$ cat src/rtl/pfa_pkg.sv
// Shared types and constants for the partition fit allocator.
// Used by pfa_ctrl, pfa_dp and the top module in rtl/; depends on nothing.
package pfa_pkg;

    localparam int NUM_PARTITIONS = 16;
    localparam int IDX_W = (NUM_PARTITIONS > 1) ? $clog2(NUM_PARTITIONS) : 1;
    localparam int CNT_W = $clog2(NUM_PARTITIONS + 1);
    localparam int SIZE_W = 16;

    // APB register map
    localparam int PADDR_W = 3;
    localparam logic REG_FIT_MODE = 1'b0;
    localparam logic REG_BLOCKS_IN_USE = 1'b1;

    typedef enum logic {
        CMD_LOAD  = 1'b0,
        CMD_ALLOC = 1'b1
    } t_command;

    typedef enum logic [1:0] {
        FIT_FIRST = 2'd0,
        FIT_BEST  = 2'd1,
        FIT_WORST = 2'd2
    } t_fit_mode;

    typedef enum logic [1:0] {
        ST_LOADED  = 2'd0,
        ST_GRANTED = 2'd1,
        ST_FAILED  = 2'd2
    } t_status;

    typedef struct packed {
        logic        command;
        logic [3:0]  block_index;
        logic [15:0] block_size;
        logic [7:0]  requester_id;
        logic [15:0] request_size;
    } t_in_word;

    typedef struct packed {
        logic [1:0] status;
        logic [3:0] granted_index;
        logic [7:0] owner_id;
    } t_out_word;

    typedef enum logic [1:0] {
        S_IDLE,
        S_SCAN,
        S_DRAIN,
        S_FINISH
    } t_state;

    // controller to datapath
    typedef struct packed {
        logic accept;
        logic issue;
        logic finish;
    } t_dp_cmd;

    // datapath to controller
    typedef struct packed {
        logic start_scan;
        logic last_issue;
        logic out_free;
    } t_dp_sts;

endpackage

$ cat src/rtl/pfa_ram.sv
// Generic simple dual-port RAM: one write port, one read port, registered read.
// Standalone; no package dependency.
module pfa_ram #(
    parameter int WIDTH = 16,
    parameter int DEPTH = 16
) (
    input  logic                                   i_clk,
    input  logic                                   i_wr_en,
    input  logic [((DEPTH > 1) ? $clog2(DEPTH) : 1)-1:0] i_wr_addr,
    input  logic [WIDTH-1:0]                       i_wr_data,
    input  logic                                   i_rd_en,
    input  logic [((DEPTH > 1) ? $clog2(DEPTH) : 1)-1:0] i_rd_addr,
    output logic [WIDTH-1:0]                       o_rd_data
);

    logic [WIDTH-1:0] r_mem [DEPTH];
    logic [WIDTH-1:0] r_rd_data;

    always_ff @(posedge i_clk) begin
        if (i_wr_en) begin
            r_mem[i_wr_addr] <= i_wr_data;
        end
        if (i_rd_en) begin
            r_rd_data <= r_mem[i_rd_addr];
        end
    end

    assign o_rd_data = r_rd_data;

endmodule

$ cat src/rtl/pfa_ctrl.sv
// Controller state machine for the partition fit allocator.
// Depends on pfa_pkg; drives the datapath through t_dp_cmd.
module pfa_ctrl (
    input  logic             i_clk,
    input  logic             i_rst_n,
    input  logic             i_in_valid,
    output logic             o_in_ready,
    input  pfa_pkg::t_dp_sts i_sts,
    output pfa_pkg::t_dp_cmd o_cmd
);

    pfa_pkg::t_state r_state;
    pfa_pkg::t_state n_state;

    always_ff @(posedge i_clk) begin
        if (!i_rst_n) begin
            r_state <= pfa_pkg::S_IDLE;
        end else begin
            r_state <= n_state;
        end
    end

    always_comb begin
        n_state = r_state;
        case (r_state)
            pfa_pkg::S_IDLE: begin
                if (i_in_valid) begin
                    n_state = i_sts.start_scan ? pfa_pkg::S_SCAN : pfa_pkg::S_FINISH;
                end
            end
            pfa_pkg::S_SCAN: begin
                if (i_sts.last_issue) begin
                    n_state = pfa_pkg::S_DRAIN;
                end
            end
            pfa_pkg::S_DRAIN: begin
                n_state = pfa_pkg::S_FINISH;
            end
            pfa_pkg::S_FINISH: begin
                if (i_sts.out_free) begin
                    n_state = pfa_pkg::S_IDLE;
                end
            end
            default: begin
                n_state = pfa_pkg::S_IDLE;
            end
        endcase
    end

    always_comb begin
        o_in_ready = 1'b0;
        o_cmd = '0;
        case (r_state)
            pfa_pkg::S_IDLE: begin
                o_in_ready = 1'b1;
                o_cmd.accept = i_in_valid;
            end
            pfa_pkg::S_SCAN: begin
                o_cmd.issue = 1'b1;
            end
            pfa_pkg::S_DRAIN: begin
                o_cmd = '0;
            end
            pfa_pkg::S_FINISH: begin
                o_cmd.finish = i_sts.out_free;
            end
            default: begin
                o_cmd = '0;
            end
        endcase
    end

endmodule

$ cat src/rtl/pfa_dp.sv
// Datapath: partition size RAM, taken marks, scan comparator and result register.
// Depends on pfa_pkg and pfa_ram; steered by pfa_ctrl.
module pfa_dp (
    input  logic                i_clk,
    input  logic                i_rst_n,
    input  pfa_pkg::t_in_word   i_in_data,
    input  logic [1:0]          i_fit_mode,
    input  logic [4:0]          i_blocks_in_use,
    input  pfa_pkg::t_dp_cmd    i_cmd,
    output pfa_pkg::t_dp_sts    o_sts,
    output logic                o_out_valid,
    input  logic                i_out_ready,
    output pfa_pkg::t_out_word  o_out_data
);

    localparam int IDX_W = pfa_pkg::IDX_W;
    localparam int CNT_W = pfa_pkg::CNT_W;
    localparam int SIZE_W = pfa_pkg::SIZE_W;

    // control state
    logic                         r_eval_vld;
    logic                         r_found;
    logic                         r_out_vld;
    logic [pfa_pkg::NUM_PARTITIONS-1:0] r_taken;

    // payload
    logic                         r_cmd;
    logic [3:0]                   r_bidx;
    logic [7:0]                   r_pid;
    logic [SIZE_W-1:0]            r_req;
    logic [CNT_W-1:0]             r_limit;
    logic [IDX_W-1:0]             r_scan_idx;
    logic [IDX_W-1:0]             r_eval_idx;
    logic [IDX_W-1:0]             r_best_idx;
    logic [SIZE_W-1:0]            r_best_size;
    pfa_pkg::t_out_word           r_out;
    pfa_pkg::t_out_word           n_out;

    logic [SIZE_W-1:0]            w_rd_data;
    logic                         w_load_ok;
    logic                         w_fits;
    logic                         w_update;
    logic [CNT_W-1:0]             w_limit;
    logic                         w_grant;

    assign w_load_ok = (i_in_data.command == pfa_pkg::CMD_LOAD) &&
                       (int'(i_in_data.block_index) < pfa_pkg::NUM_PARTITIONS);
    assign w_limit = (int'(i_blocks_in_use) > pfa_pkg::NUM_PARTITIONS) ?
                     CNT_W'(pfa_pkg::NUM_PARTITIONS) : CNT_W'(i_blocks_in_use);

    pfa_ram #(
        .WIDTH(SIZE_W),
        .DEPTH(pfa_pkg::NUM_PARTITIONS)
    ) u_size_ram (
        .i_clk     (i_clk),
        .i_wr_en   (i_cmd.accept && w_load_ok),
        .i_wr_addr (IDX_W'(i_in_data.block_index)),
        .i_wr_data (i_in_data.block_size),
        .i_rd_en   (i_cmd.issue),
        .i_rd_addr (r_scan_idx),
        .o_rd_data (w_rd_data)
    );

    // first fit keeps its first hit; best/worst replace on strict improvement
    assign w_fits = !r_taken[r_eval_idx] && (w_rd_data >= r_req);
    always_comb begin
        w_update = 1'b0;
        if (r_eval_vld && w_fits) begin
            if (!r_found) begin
                w_update = 1'b1;
            end else if (i_fit_mode == 2'(pfa_pkg::FIT_BEST)) begin
                w_update = w_rd_data < r_best_size;
            end else if (i_fit_mode == 2'(pfa_pkg::FIT_WORST)) begin
                w_update = w_rd_data > r_best_size;
            end
        end
    end

    assign w_grant = (r_cmd == pfa_pkg::CMD_ALLOC) && r_found;

    always_comb begin
        if (r_cmd == pfa_pkg::CMD_LOAD) begin
            n_out.status = 2'(pfa_pkg::ST_LOADED);
            n_out.granted_index = r_bidx;
            n_out.owner_id = '0;
        end else if (r_found) begin
            n_out.status = 2'(pfa_pkg::ST_GRANTED);
            n_out.granted_index = 4'(r_best_idx);
            n_out.owner_id = r_pid;
        end else begin
            n_out.status = 2'(pfa_pkg::ST_FAILED);
            n_out.granted_index = '0;
            n_out.owner_id = r_pid;
        end
    end

    always_ff @(posedge i_clk) begin
        if (!i_rst_n) begin
            r_eval_vld <= 1'b0;
            r_found <= 1'b0;
            r_out_vld <= 1'b0;
            r_taken <= '0;
        end else begin
            r_eval_vld <= i_cmd.issue;
            if (i_cmd.accept) begin
                r_found <= 1'b0;
                if (w_load_ok) begin
                    r_taken[IDX_W'(i_in_data.block_index)] <= 1'b0;
                end
            end else if (w_update) begin
                r_found <= 1'b1;
            end
            if (i_cmd.finish) begin
                r_out_vld <= 1'b1;
                if (w_grant) begin
                    r_taken[r_best_idx] <= 1'b1;
                end
            end else if (i_out_ready) begin
                r_out_vld <= 1'b0;
            end
        end
    end

    always_ff @(posedge i_clk) begin
        r_eval_idx <= r_scan_idx;
        if (i_cmd.accept) begin
            r_cmd <= i_in_data.command;
            r_bidx <= i_in_data.block_index;
            r_pid <= i_in_data.requester_id;
            r_req <= i_in_data.request_size;
            r_limit <= w_limit;
            r_scan_idx <= '0;
        end else if (i_cmd.issue) begin
            r_scan_idx <= r_scan_idx + 1'b1;
        end
        if (w_update) begin
            r_best_idx <= r_eval_idx;
            r_best_size <= w_rd_data;
        end
        if (i_cmd.finish) begin
            r_out <= n_out;
        end
    end

    assign o_sts.start_scan = (i_in_data.command == pfa_pkg::CMD_ALLOC) &&
                              (i_blocks_in_use != '0);
    assign o_sts.last_issue = ((CNT_W'(r_scan_idx) + 1'b1) == r_limit);
    assign o_sts.out_free = !r_out_vld || i_out_ready;

    assign o_out_valid = r_out_vld;
    assign o_out_data = r_out;

    // result register is only loaded once the previous word has left
    a_finish_free: assert property (@(posedge i_clk) disable iff (!i_rst_n)
        i_cmd.finish |-> (!r_out_vld || i_out_ready))
        else $error("result overwritten while still pending");

    // a granted partition is marked taken right after the result is built
    a_grant_marks: assert property (@(posedge i_clk) disable iff (!i_rst_n)
        (i_cmd.finish && w_grant) |=> r_taken[$past(r_best_idx)])
        else $error("granted partition not marked taken");

    // the scan never looks past the partitions in use
    a_scan_range: assert property (@(posedge i_clk) disable iff (!i_rst_n)
        r_eval_vld |-> (CNT_W'(r_eval_idx) < r_limit))
        else $error("scan evaluated partition outside limit");

endmodule

$ cat src/rtl/partition_fit_allocator_top.sv
// Partition fit allocator: a table of fixed partitions with first/best/worst fit.
// Input word on i_in_*: command 0 loads one partition size and frees it, command 1
// allocates request_size for requester_id. One result word per input word on o_out_*.
// Registers over APB: fit_mode at 0x0, blocks_in_use at 0x4; write only while idle.
// A load, or an allocate with blocks_in_use of 0, goes from acceptance in S_IDLE
// to S_FINISH, which registers its result, and back to S_IDLE for the next word.
// An allocate reads one partition a cycle from a single-port-read size RAM with one
// comparator over the first min(blocks_in_use, 16) partitions, passing through S_SCAN
// and S_DRAIN before S_FINISH registers its result.
// The result register frees the input side: a new word is accepted while a result
// waits. If the receiver stalls, the block finishes the next word and then holds it
// until the pending result is taken; o_in_ready stays low meanwhile.
// Reset (i_rst_n low, synchronous) clears all taken marks, fit_mode and
// blocks_in_use; partition sizes are undefined until loaded and no clearing pass runs.
// Depends on pfa_pkg, pfa_ctrl, pfa_dp and pfa_ram.
module partition_fit_allocator_top (
    input  logic                            i_clk,
    input  logic                            i_rst_n,
    input  logic                            i_in_valid,
    output logic                            o_in_ready,
    input  pfa_pkg::t_in_word               i_in_data,
    output logic                            o_out_valid,
    input  logic                            i_out_ready,
    output pfa_pkg::t_out_word              o_out_data,
    input  logic                            psel,
    input  logic                            penable,
    input  logic                            pwrite,
    input  logic [pfa_pkg::PADDR_W-1:0]     paddr,
    input  logic [31:0]                     pwdata,
    output logic [31:0]                     prdata,
    output logic                            pready
);

    logic [1:0]       r_fit_mode;
    logic [4:0]       r_blocks_in_use;
    logic             w_cfg_wr;
    logic             w_reg_sel;
    pfa_pkg::t_dp_cmd w_cmd;
    pfa_pkg::t_dp_sts w_sts;

    assign pready = 1'b1;
    assign w_cfg_wr = psel && penable && pwrite;
    assign w_reg_sel = paddr[2];

    always_ff @(posedge i_clk) begin
        if (!i_rst_n) begin
            r_fit_mode <= '0;
            r_blocks_in_use <= '0;
        end else if (w_cfg_wr) begin
            if (w_reg_sel == pfa_pkg::REG_FIT_MODE) begin
                r_fit_mode <= pwdata[1:0];
            end else begin
                r_blocks_in_use <= pwdata[4:0];
            end
        end
    end

    always_comb begin
        if (w_reg_sel == pfa_pkg::REG_BLOCKS_IN_USE) begin
            prdata = 32'(r_blocks_in_use);
        end else begin
            prdata = 32'(r_fit_mode);
        end
    end

    pfa_ctrl u_ctrl (
        .i_clk      (i_clk),
        .i_rst_n    (i_rst_n),
        .i_in_valid (i_in_valid),
        .o_in_ready (o_in_ready),
        .i_sts      (w_sts),
        .o_cmd      (w_cmd)
    );

    pfa_dp u_dp (
        .i_clk           (i_clk),
        .i_rst_n         (i_rst_n),
        .i_in_data       (i_in_data),
        .i_fit_mode      (r_fit_mode),
        .i_blocks_in_use (r_blocks_in_use),
        .i_cmd           (w_cmd),
        .o_sts           (w_sts),
        .o_out_valid     (o_out_valid),
        .i_out_ready     (i_out_ready),
        .o_out_data      (o_out_data)
    );

endmodule

$ cat config.mk
export PLATFORM = sky130hd
export DESIGN_NAME = partition_fit_allocator_top
export DESIGN_NICKNAME = d
export VERILOG_FILES = /design/src/rtl/pfa_pkg.sv /design/src/rtl/pfa_ram.sv /design/src/rtl/pfa_ctrl.sv /design/src/rtl/pfa_dp.sv /design/src/rtl/partition_fit_allocator_top.sv
export SDC_FILE = /design/constraint.sdc
export NUM_CORES = 1
export LEC_CHECK = 0
export BUFFER_PORTS_ARGS = -buffer_cell sky130_fd_sc_hd__clkbuf_2
export CORE_MARGIN = 2
export CORE_UTILIZATION = 60
export CTS_BUF_LIST = sky130_fd_sc_hd__clkbuf_4 sky130_fd_sc_hd__clkbuf_8
export DETAILED_ROUTE_END_ITERATION = 10
export PLACE_DENSITY = 0.91
export SYNTH_ARGS = -nofsm -noshare
export SYNTH_HDL_FRONTEND = slang
export SYNTH_SLANG_ARGS = --single-unit
export TNS_END_PERCENT = 30
$ cat constraint.sdc
create_clock -name i_clk -period 8.3 [get_ports i_clk]
set_input_delay 0.83 -clock i_clk [delete_from_list [all_inputs] [get_ports i_clk]]
set_output_delay 0.83 -clock i_clk [all_outputs]
set_load 0.02 [all_outputs]
---- Yosys cells after proc, flatten, opt, wreduce, memory -nomap -nowiden ----
Memory sizes are Yosys's and may differ from the RTL's. A register that Yosys moved wholly into a read port is not among the register bits.
Cells that the tools add are included.
storage, ports and cells
  bits in latches ......................... 0
  output and inout bits ................... 49
  ROM bits ................................ 0
  register bits after elaboration ......... 104
  memory bits (writable) .................. 256
  memories ................................ 1
  bits of input ports ..................... 87
memories
  memory                 words  width  read ports  clocked after memory_dff  write ports  line           text
  u_dp.u_size_ram.r_mem  16     16     1           1                         1            pfa_ram.sv:16  logic [WIDTH-1:0] r_mem [DEPTH];
operators by class
  shifts and indexed selects .............. 0
  bitwise logic cells ..................... 6
  equality and inequality tests ........... 9
  muxes and demuxes ....................... 31
  add/subtract/negate cells ............... 2
  div/mod/pow operators ................... 0
  order comparisons ....................... 9
  reductions and logical operators ........ 19
  multipliers ............................. 0
operators by type and width
  kind                 number
  $mux 16              5
  $and 16x16->16       1
  $ge 16x16->1         1
  $gt 16x16->1         1
  $lt 16x16->1         1
  $not 16->16          1
  $or 16x16->16        1
  $lt 4x5->1 const B   3
  $mux 1               15
  $mux 14              1
  $mux 12              1
  $logic_and 1x1->1    9
  $demux 1 s4          2
  $ge 4x1->1 const B   2
  $mux 2               4
  $pmux 2 s4           1
  $eq 2x2->1 const B   3
  $add 4x1->5 const B  1
  $eq 5x5->1           1
  $gt 5x5->1 const B   1
  $mux 5               1
  $reduce_bool 5->1    1
  $add 4x1->4 const B  1
  $bmux 1 s4           1
  other kinds (11)     17

---- Depth between registers and ports, before layout ----
Gate-level depths: netlist of run 1.
  depth after elaboration ................. 12
  mapped depth ............................ 8

---- By module ----
Synthesis of run 1 repeated with hierarchy kept, for this count alone.
second synthesis, totals
  cell total of the unflattened synthesis .. 866
  area, all modules ....................... 15264.6 um^2
by module, submodules not included
  module                       area each (um^2)  cells an instance  instances  sequential area each (um^2)
  pfa_ram                      10202.3           432                1          8167.8
  pfa_dp                       4314.1            348                1          2582.5
  partition_fit_allocator_top  553.0             64                 1          140.1
  pfa_ctrl                     195.2             22                 1          40.0

---- Worst setup path after synthesis of run 1 ----
Ideal clock, no wire load.
  kind .................................... register -> register
  from .................................... register u_dp.u_size_ram.r_rd_data[14], in the netlist u_dp.u_size_ram.o_rd_data[14] (read register of u_dp.u_size_ram.r_mem)
  to ...................................... register u_dp.r_best_idx[0] (enable)
  buffers on the path ..................... 0
  period minus slack after synthesis ...... 3.555 ns
  arrival time ............................ 3.146 ns
  path slack .............................. 4.745 ns
  stages on the path, launching flop included .. 8
  cells stage by stage .................... edfxtp_1 ha_1 a21oi_1 nand2_1 a221o_1 or3_1 or3b_2 a31oi_1
on the way
  longest elaborated chain between the ends .. 5
  elaborated cells on any way between the ends .. 9
  classes of those cells .................. 3 x order compare; 4 x mux; 2 x reduce/logical
ends and longest elaborated chain
  what                    line           text
  start: declaration      pfa_ram.sv:17  logic [WIDTH-1:0] r_rd_data;
  $gt 16x16->1            pfa_dp.sv:74   w_update = w_rd_data > r_best_size;
  $mux 1                  pfa_dp.sv:73   end else if (i_fit_mode == 2'(pfa_pkg::FIT_WORST)) begin
  $mux 1                  pfa_dp.sv:71   end else if (i_fit_mode == 2'(pfa_pkg::FIT_BEST)) begin
  $mux 1                  pfa_dp.sv:69   if (!r_found) begin
  $mux 1 (*)              pfa_dp.sv:68   if (r_eval_vld && w_fits) begin
  via u_dp.w_update       pfa_dp.sv:42   logic w_update;
  end signal: assignment  pfa_dp.sv:137  r_best_idx <= r_eval_idx;
  end: declaration        pfa_dp.sv:34   logic [IDX_W-1:0] r_best_idx;
The timed path passes the listed nets; every way through them passes the cells marked *.
A chain may end at the register's enable or synchronous reset.

---- Final worst setup path of run 1 ----
  from .................................... register u_dp.u_size_ram.r_rd_data[14], in the netlist u_dp.u_size_ram.o_rd_data[14] (read register of u_dp.u_size_ram.r_mem)
  to ...................................... register u_dp.r_best_size[5] (enable)
on the way
  longest elaborated chain between the ends .. 5
  elaborated cells on any way between the ends .. 9
  classes of those cells .................. 3 x order compare; 4 x mux; 2 x reduce/logical
ends and longest elaborated chain
  what                    line           text
  $gt 16x16->1            pfa_dp.sv:74
  $mux 1                  pfa_dp.sv:73
  $mux 1                  pfa_dp.sv:71
  $mux 1                  pfa_dp.sv:69
  $mux 1 (*)              pfa_dp.sv:68
  via u_dp.w_update       pfa_dp.sv:42
  end signal: assignment  pfa_dp.sv:138  r_best_size <= w_rd_data;
  end: declaration        pfa_dp.sv:35   logic [SIZE_W-1:0] r_best_size;
Marks and branches as above.

==> reports/metrics.cfg, run 1 <==
[critical_path]
r2r_cells = 7
r2r-end = u_dp.r_best_size[5]
required_ns = 8.50
end_kind = flop
rr_startpoint = u_dp.u_size_ram.o_rd_data[14]
reg2reg_slack_ns = 4.60
critPathMaxFanout = 20
path_class = reg -> reg
critPathArrivalTime_ns = 3.90
cp-start-kind = flop

[global_route]
grt_pass1_vias = 7999
track_usage_pct = 23.0
antenna_found_initial = 1
grt_max_degree = 70
gr-total-overflow = 0
grt_pass1_wl_um = 45100

[pwr]
cellLeakagePower_nw = 5.89
power_density_mw_per_mm2 = 270
vdd_drop_max_mv = 0.152

[place]
place_area_mm2 = 0.0159
placedCellCount = 1220
hpwl_um = 18300
portBuffers = 78
gp_congestion = 0.821

[cells_and_area]
area_delta_synth_final_pct = 12.3
num_antenna_cells = 0
fin_cells = 1320
finish.instance_area_mm2 = 0.0169
layout-drive-gt1-share_pct = 28.1
fill_cells = 1504
fin_nets = 1073

[die]
dieArea_mm2 = 0.0264
initial_core_util_pct = 60.6
die_w_um = 162
core_area_mm2 = 0.0249
std_cell_rows = 58
die_height_um = 162
ios = 136

[sta]
hold_viol_final = 0
grt_setup_unrepaired = false
setup_viol = 0
relSlewSlack_pct = 11.0
fin_crit_ns = 3.70
min_period_over_period_pct = 44.6
clock_skew_ns = 0.0287
tightest_slew_ns = 1.33
max_freq_mhz = 270
maxSlewViolCount = 0
finalSetupTns_ns = 0

[route]
routed_wl_um = 29700
ant_nets = 0
firstDrtPassIters = 5
via_per_inst = 5.88
wl_per_cell_um = 22.5
first_iter_violations = 888
vias = 7760
drc = 0

[synth]
syn_area_mm2 = 0.0151
ys_seq_elements = 376
avgSynthCellArea_um2 = 18.5
synth_edf_count = 340
yosys_warnings = 0
synth-main-ff-cell = edfxtp_1
syn_inst = 816
async_flop_share_pct = 0
seq_area_frac_synth_pct = 72.5
synth_cell_type_count = 51

[clock_network]
cts_setup_buffers = 0
cts_buffers = 57
clockRootBuffer = clkbuf_8
h-tree-depth = 2
clock_latency_ns = 0.60
cts_hold_buf = 0
clockBufferDepth = 3
clkSinkCount = 376
cts_tree = built
clkTransAtPathRegs_ns = 0.06
postCtsResizedCells = 0

[outcome]
status = completed

[flow_run]
maxCapViolCount = 0

[min_path]
worstHoldStart = i_in_data[16]
holdPathStages = 1
hp-class = in -> reg
min_to = u_dp.r_pid[0]

critical path: stages, from the launching register on:
cell and delay [ns]:
edfxtp_1 0.45, ha_1 0.36, a21oi_1 0.15, nand2_1 0.06, a221o_1 0.32, or3_1 0.38, or3b_2 0.51, a31oi_2 1.06
cells in the mapped netlist (all sizes together), types with 3 or more instances:
cell type	instances	area share, %
clkbuf	11	0.27
edfxtp	340	68
dfxtp	36	4.8
nand2	23	0.57
inv	45	1.1
nor3	6	0.20
o21a	4	0.20
mux2i	8	0.53
and2	12	0.50
nor2	36	0.90
nand2b	13	0.54
xnor2	3	0.17
nand4	5	0.21
o21ai	24	0.80
or2	10	0.42
nand3b	3	0.15
nor2b	8	0.33
xor2	5	0.29
nand3	10	0.33
a21oi	24	0.80
ha	37	3.1
buf	40	1.8
mux4	85	13
state kept, by name (all words and copies together), names as in the netlist, 2 cells and up:
register,count
r_blocks_in_use,5
r_fit_mode,2
u_ctrl.r_state,2
u_dp.o_out_data,14
u_dp.r_best_idx,4
u_dp.r_best_size,16
u_dp.r_bidx,4
u_dp.r_eval_idx,4
u_dp.r_limit,5
u_dp.r_pid,8
u_dp.r_req,16
u_dp.r_scan_idx,4
u_dp.r_taken,16
u_dp.u_size_ram.o_rd_data,16
u_dp.u_size_ram.r_mem,256
cell usage in the layout (no fill, tap or decap), drive strengths merged, types with 2 or more instances in the layout:
| cell type | n |
|---|---|
| a211oi | 2 |
| a21oi | 24 |
| a31oi | 2 |
| and2 | 12 |
| buf | 21 |
| clkbuf | 155 |
| clkinv | 20 |
| conb | 28 |
| dfxtp | 36 |
| edfxtp | 340 |
| ha | 37 |
| inv | 47 |
| mux2 | 2 |
| mux2i | 8 |
| mux4 | 85 |
| nand2 | 23 |
| nand2b | 13 |
| nand3 | 10 |
| nand3b | 3 |
| nand4 | 5 |
| nand4b | 2 |
| nor2 | 36 |
| nor2b | 8 |
| nor3 | 6 |
| nor4 | 2 |
| o21a | 4 |
| o21ai | 24 |
| or2 | 10 |
| or3 | 2 |
| xnor2 | 3 |
| xor2 | 5 |
power breakdown:
part	switching [W]	internal [W]
sequential	0.0000966	0.00223
clock	0.000671	0.000750
combinational	0.000433	0.000387
area by class of cell:
cell class / instances / area (um^2) / share of cell area (%)
clock buffers: 77 / 960 / 5.67
repair buffers: 99 / 548 / 3.24
inverters: 45 / 169 / 0.998
clock inverters: 23 / 119 / 0.702
flip-flops and latches: 376 / 10900 / 64.6
well taps: 330 / 413 / 2.44
multi-input cells: 370 / 3790 / 22.4
through the flow:
stage	power [W]	utilization, %	hold slack (ns)	setup slack (ns)
final	0.00457	68.0	0.409	4.60
after global routing	0.00476	68.0	0.386	4.47
after CTS	0.00460	68.0	0.384	4.60
after detailed placement	0.00318	63.7	0.439	4.62
after global placement	0.00313	63.7	0.427	4.75
after floorplan	0.00295	-	0.350	4.74
cell families (layout without fill, tap and decap cells):
kind of cell               after synthesis  in the layout  share of synthesized area [%]
xor gates and xnor gates                 8              8                          0.465
AOI/OAI and AO/OA                       66             66                           2.60
DFF                                    376            376                           72.5
and+or+nand+nor                        136            136                           4.64
adders and majority gates               37             37                           3.07
buffers and inverters                   96            244                           3.17
muxes                                   95             95                           13.5
other                                    2             28                         0.0498
worst max-delay path by stage:
stage,startpoint,endpoint,depth (start not counted)
after global placement,u_dp.u_size_ram.o_rd_data[14],u_dp.r_best_size[2],7
after global routing,u_dp.u_size_ram.o_rd_data[7],u_dp.r_best_idx[0],7
final,u_dp.u_size_ram.o_rd_data[14],u_dp.r_best_size[5],7
after floorplan,u_dp.u_size_ram.o_rd_data[14],u_dp.r_best_idx[0],7
after detailed placement,u_dp.u_size_ram.o_rd_data[14],u_dp.r_best_size[1],7
after CTS,u_dp.u_size_ram.o_rd_data[14],u_dp.r_best_size[9],7
layer usage:
layer / vias up / share of wire, % / track usage (%)
met4: 2 / 3.4 / 9.53
met3: 86 / 7.1 / 4.43
met5: - / 0.057 / 0
met2: 386 / 50 / 38.5
met1: 3871 / 39 / 30.1
li1: 3415 / - / -
Power figures use the tool's default switching activity.
==> run 2: changes to the inputs <==
- CORE_UTILIZATION: 60 -> 56
- PLACE_DENSITY: 0.91 -> 0.9
- clock period: 8.3 -> 3.07 ns (I/O delays scaled with it)
==> run 2 against run 1 <==
Hold slack lost 0.34 ns. Combinational power grew to 2.9 times the previous value. Flip-flop and latch count is the same. Register-to-register slack worse by 4.5 ns. Sequential share of layout area down 2.1 points.
==> reports/metrics.cfg, run 2 (synthesis gave the netlist of run 1 again) <==
[outcome]
status = completed  ; unchanged

[route]
via_per_inst = 5.82  ; was 5.88
firstDrtPassIters = 5  ; unchanged
vias = 8018  ; was 7760
routed_wl_um = 30800  ; was 29700 um
wl_per_cell_um = 22.4  ; was 22.5 um
ant_nets = 0  ; unchanged
first_iter_violations = 814  ; was 888
drc = 0  ; unchanged

[global_route]
grt_pass1_vias = 8306  ; was 7999
gr-total-overflow = 0  ; unchanged
track_usage_pct = 22.5  ; was 23.0%
grt_max_degree = 68  ; was 70
grt_pass1_wl_um = 47300  ; was 45100 um
antenna_found_initial = 0  ; was 1

[sta]
setup_viol = 0  ; unchanged
hold_viol_final = 0  ; unchanged
fin_ws_ns = 0.123  ; was 4.60 ns
finalSetupTns_ns = 0  ; unchanged
relSlewSlack_pct = 55.9  ; was 11.0%
tightest_slew_ns = 0.661  ; was 1.33 ns
grt_setup_unrepaired = false  ; unchanged
maxSlewViolCount = 0  ; unchanged
min_period_over_period_pct = 96.0  ; was 44.6%
fin_crit_ns = 2.95  ; was 3.70 ns
max_freq_mhz = 339  ; was 270 MHz
clock_skew_ns = 0.0274  ; was 0.0287 ns

[critical_path]
critPathMaxFanout = 20  ; unchanged
path_class = reg -> reg  ; unchanged
cp-start-kind = flop  ; unchanged
required_ns = 3.37  ; was 8.50 ns
reg2reg_slack_ns = 0.12  ; was 4.60 ns
end_kind = flop  ; unchanged
critPathArrivalTime_ns = 3.24  ; was 3.90 ns

[flow_run]
maxCapViolCount = 0  ; unchanged

[clock_network]
h-tree-depth = 2  ; unchanged
clockRootBuffer = clkbuf_8  ; unchanged
clkTransAtPathRegs_ns = 0.06  ; about the same
clock_latency_ns = 0.59  ; was 0.60 ns
cts_buffers = 57  ; unchanged
clkSinkCount = 376  ; unchanged
clockBufferDepth = 3  ; unchanged
cts_tree = built  ; unchanged

[place]
hpwl_um = 18200  ; was 18300 um
gp_congestion = 0.790  ; was 0.821
portBuffers = 78  ; unchanged
pre_cts_ws_ns = 0.119  ; was 4.62 ns

[cells_and_area]
fin_nets = 1114  ; was 1073
finish.utilization_pct = 65.7  ; was 68.0%
layout-drive-gt1-share_pct = 28.2  ; was 28.1%
final_common_cell = edfxtp_1  ; unchanged
top_register = u_dp.u_size_ram.r_mem  ; unchanged
num_antenna_cells = 0  ; unchanged
final-seq-area_mm2 = 0.0109  ; unchanged
mostFrequentLayoutCells = edfxtp_1 (340), mux4_2 (81), clkbuf_2 (78)  ; unchanged
multi_input_area_mm2 = 0.00380  ; was 0.00379 mm^2
largest_reg_flops = 256  ; unchanged
fill_cells = 1605  ; was 1504
area_delta_synth_final_pct = 16.2  ; was 12.3%

[pwr]
pwr-share-comb_pct = 18.5  ; was 18.0%
p_int_w = 0.00954  ; was 0.00337 W
power_density_mw_per_mm2 = 732  ; was 270 mW/mm^2
p_switching_w = 0.00329  ; was 0.00120 W
cellLeakagePower_nw = 6.15  ; was 5.89 nW
pwr-share-clk_pct = 32.8  ; was 31.1%
p_seq_share_pct = 48.7  ; was 50.9%
switching_share_pct = 25.6  ; was 26.3%
vdd_drop_max_mv = 0.422  ; was 0.152 mV

[min_path]
hp-class = in -> reg  ; unchanged

[die]
die_w_um = 168  ; was 162 um
core_area_mm2 = 0.0267  ; was 0.0249 mm^2
ios = 136  ; unchanged
die_height_um = 168  ; was 162 um
dieArea_mm2 = 0.0282  ; was 0.0264 mm^2
std_cell_rows = 60  ; was 58
initial_core_util_pct = 56.6  ; was 60.6%

run 2: path summary, 6_finish.rpt:
| path | startpoint | endpoint | cells past startpoint |
|---|---|---|---|
| worst min-delay path | i_in_data[43] | u_dp.r_bidx[3] | 1 |
| worst min register to register | u_dp.r_eval_idx[1] | u_dp.r_best_idx[1] | 0 |
| worst max register to register | u_dp.u_size_ram.o_rd_data[14] | u_dp.r_best_size[3] | 8 |
| worst max-delay path | u_dp.u_size_ram.o_rd_data[14] | u_dp.r_best_size[3] | 8 |
run 2: timing repair:
action,4_1_cts,5_1_grt
endpoints found under the setup margin,0,7
resized for setup,0,0
hold buffers,34,0
hold endpoints to repair,37,0
setup buffers,0,1
run 2: worst max-delay path, cell delays in order, from the launching register on:
cell and delay, ns:
edfxtp_1 0.41, ha_1 0.35, a21oi_1 0.16, nand2_1 0.07, a221o_1 0.33, or3_1 0.40
or3b_2 0.52, a31oi_4 0.23, buf_12 0.19
run 2: area by class of cell:
cell class | count | area share (%)
clock buffers | 80 | 5.50
clock inverters | 25 | 1.31
inverters | 45 | 0.965
multi-input cells | 370 | 21.7
flip-flops and latches | 376 | 62.4
well taps | 341 | 2.44
repair buffers | 140 | 5.66
run 2: metrics by stage:
stage          power (W)  std cells  instance area [um^2]  hold slack [ns]
2_1_floorplan    0.00799        842                 15200            0.350
3_3_place_gp     0.00856       1237                 16000            0.423
3_5_place_dp     0.00868       1237                 16000            0.452
4_1_cts           0.0129       1376                 17500           0.0315
5_1_grt           0.0133       1377                 17500           0.0601
6_report          0.0128       1377                 17500           0.0642
run 2: power by group through the flow:
| stage | Sequential, W | Combinational, W | Clock, W |
|---|---|---|---|
| after detailed placement | 0.00635 | 0.00233 | 0 |
| after global routing | 0.00628 | 0.00259 | 0.00448 |
| after CTS | 0.00625 | 0.00238 | 0.00428 |
| after floorplan | 0.00626 | 0.00173 | 0 |
| final | 0.00625 | 0.00238 | 0.00420 |
| after global placement | 0.00633 | 0.00223 | 0 |
run 2: layer usage:
layer	up-vias	global-route usage [%]	share of wire, %
met5	-	0	0
met4	0	7.35	2.5
met3	68	3.78	6.8
met2	386	39.3	52
met1	4060	29.0	38
li1	3504	-	-
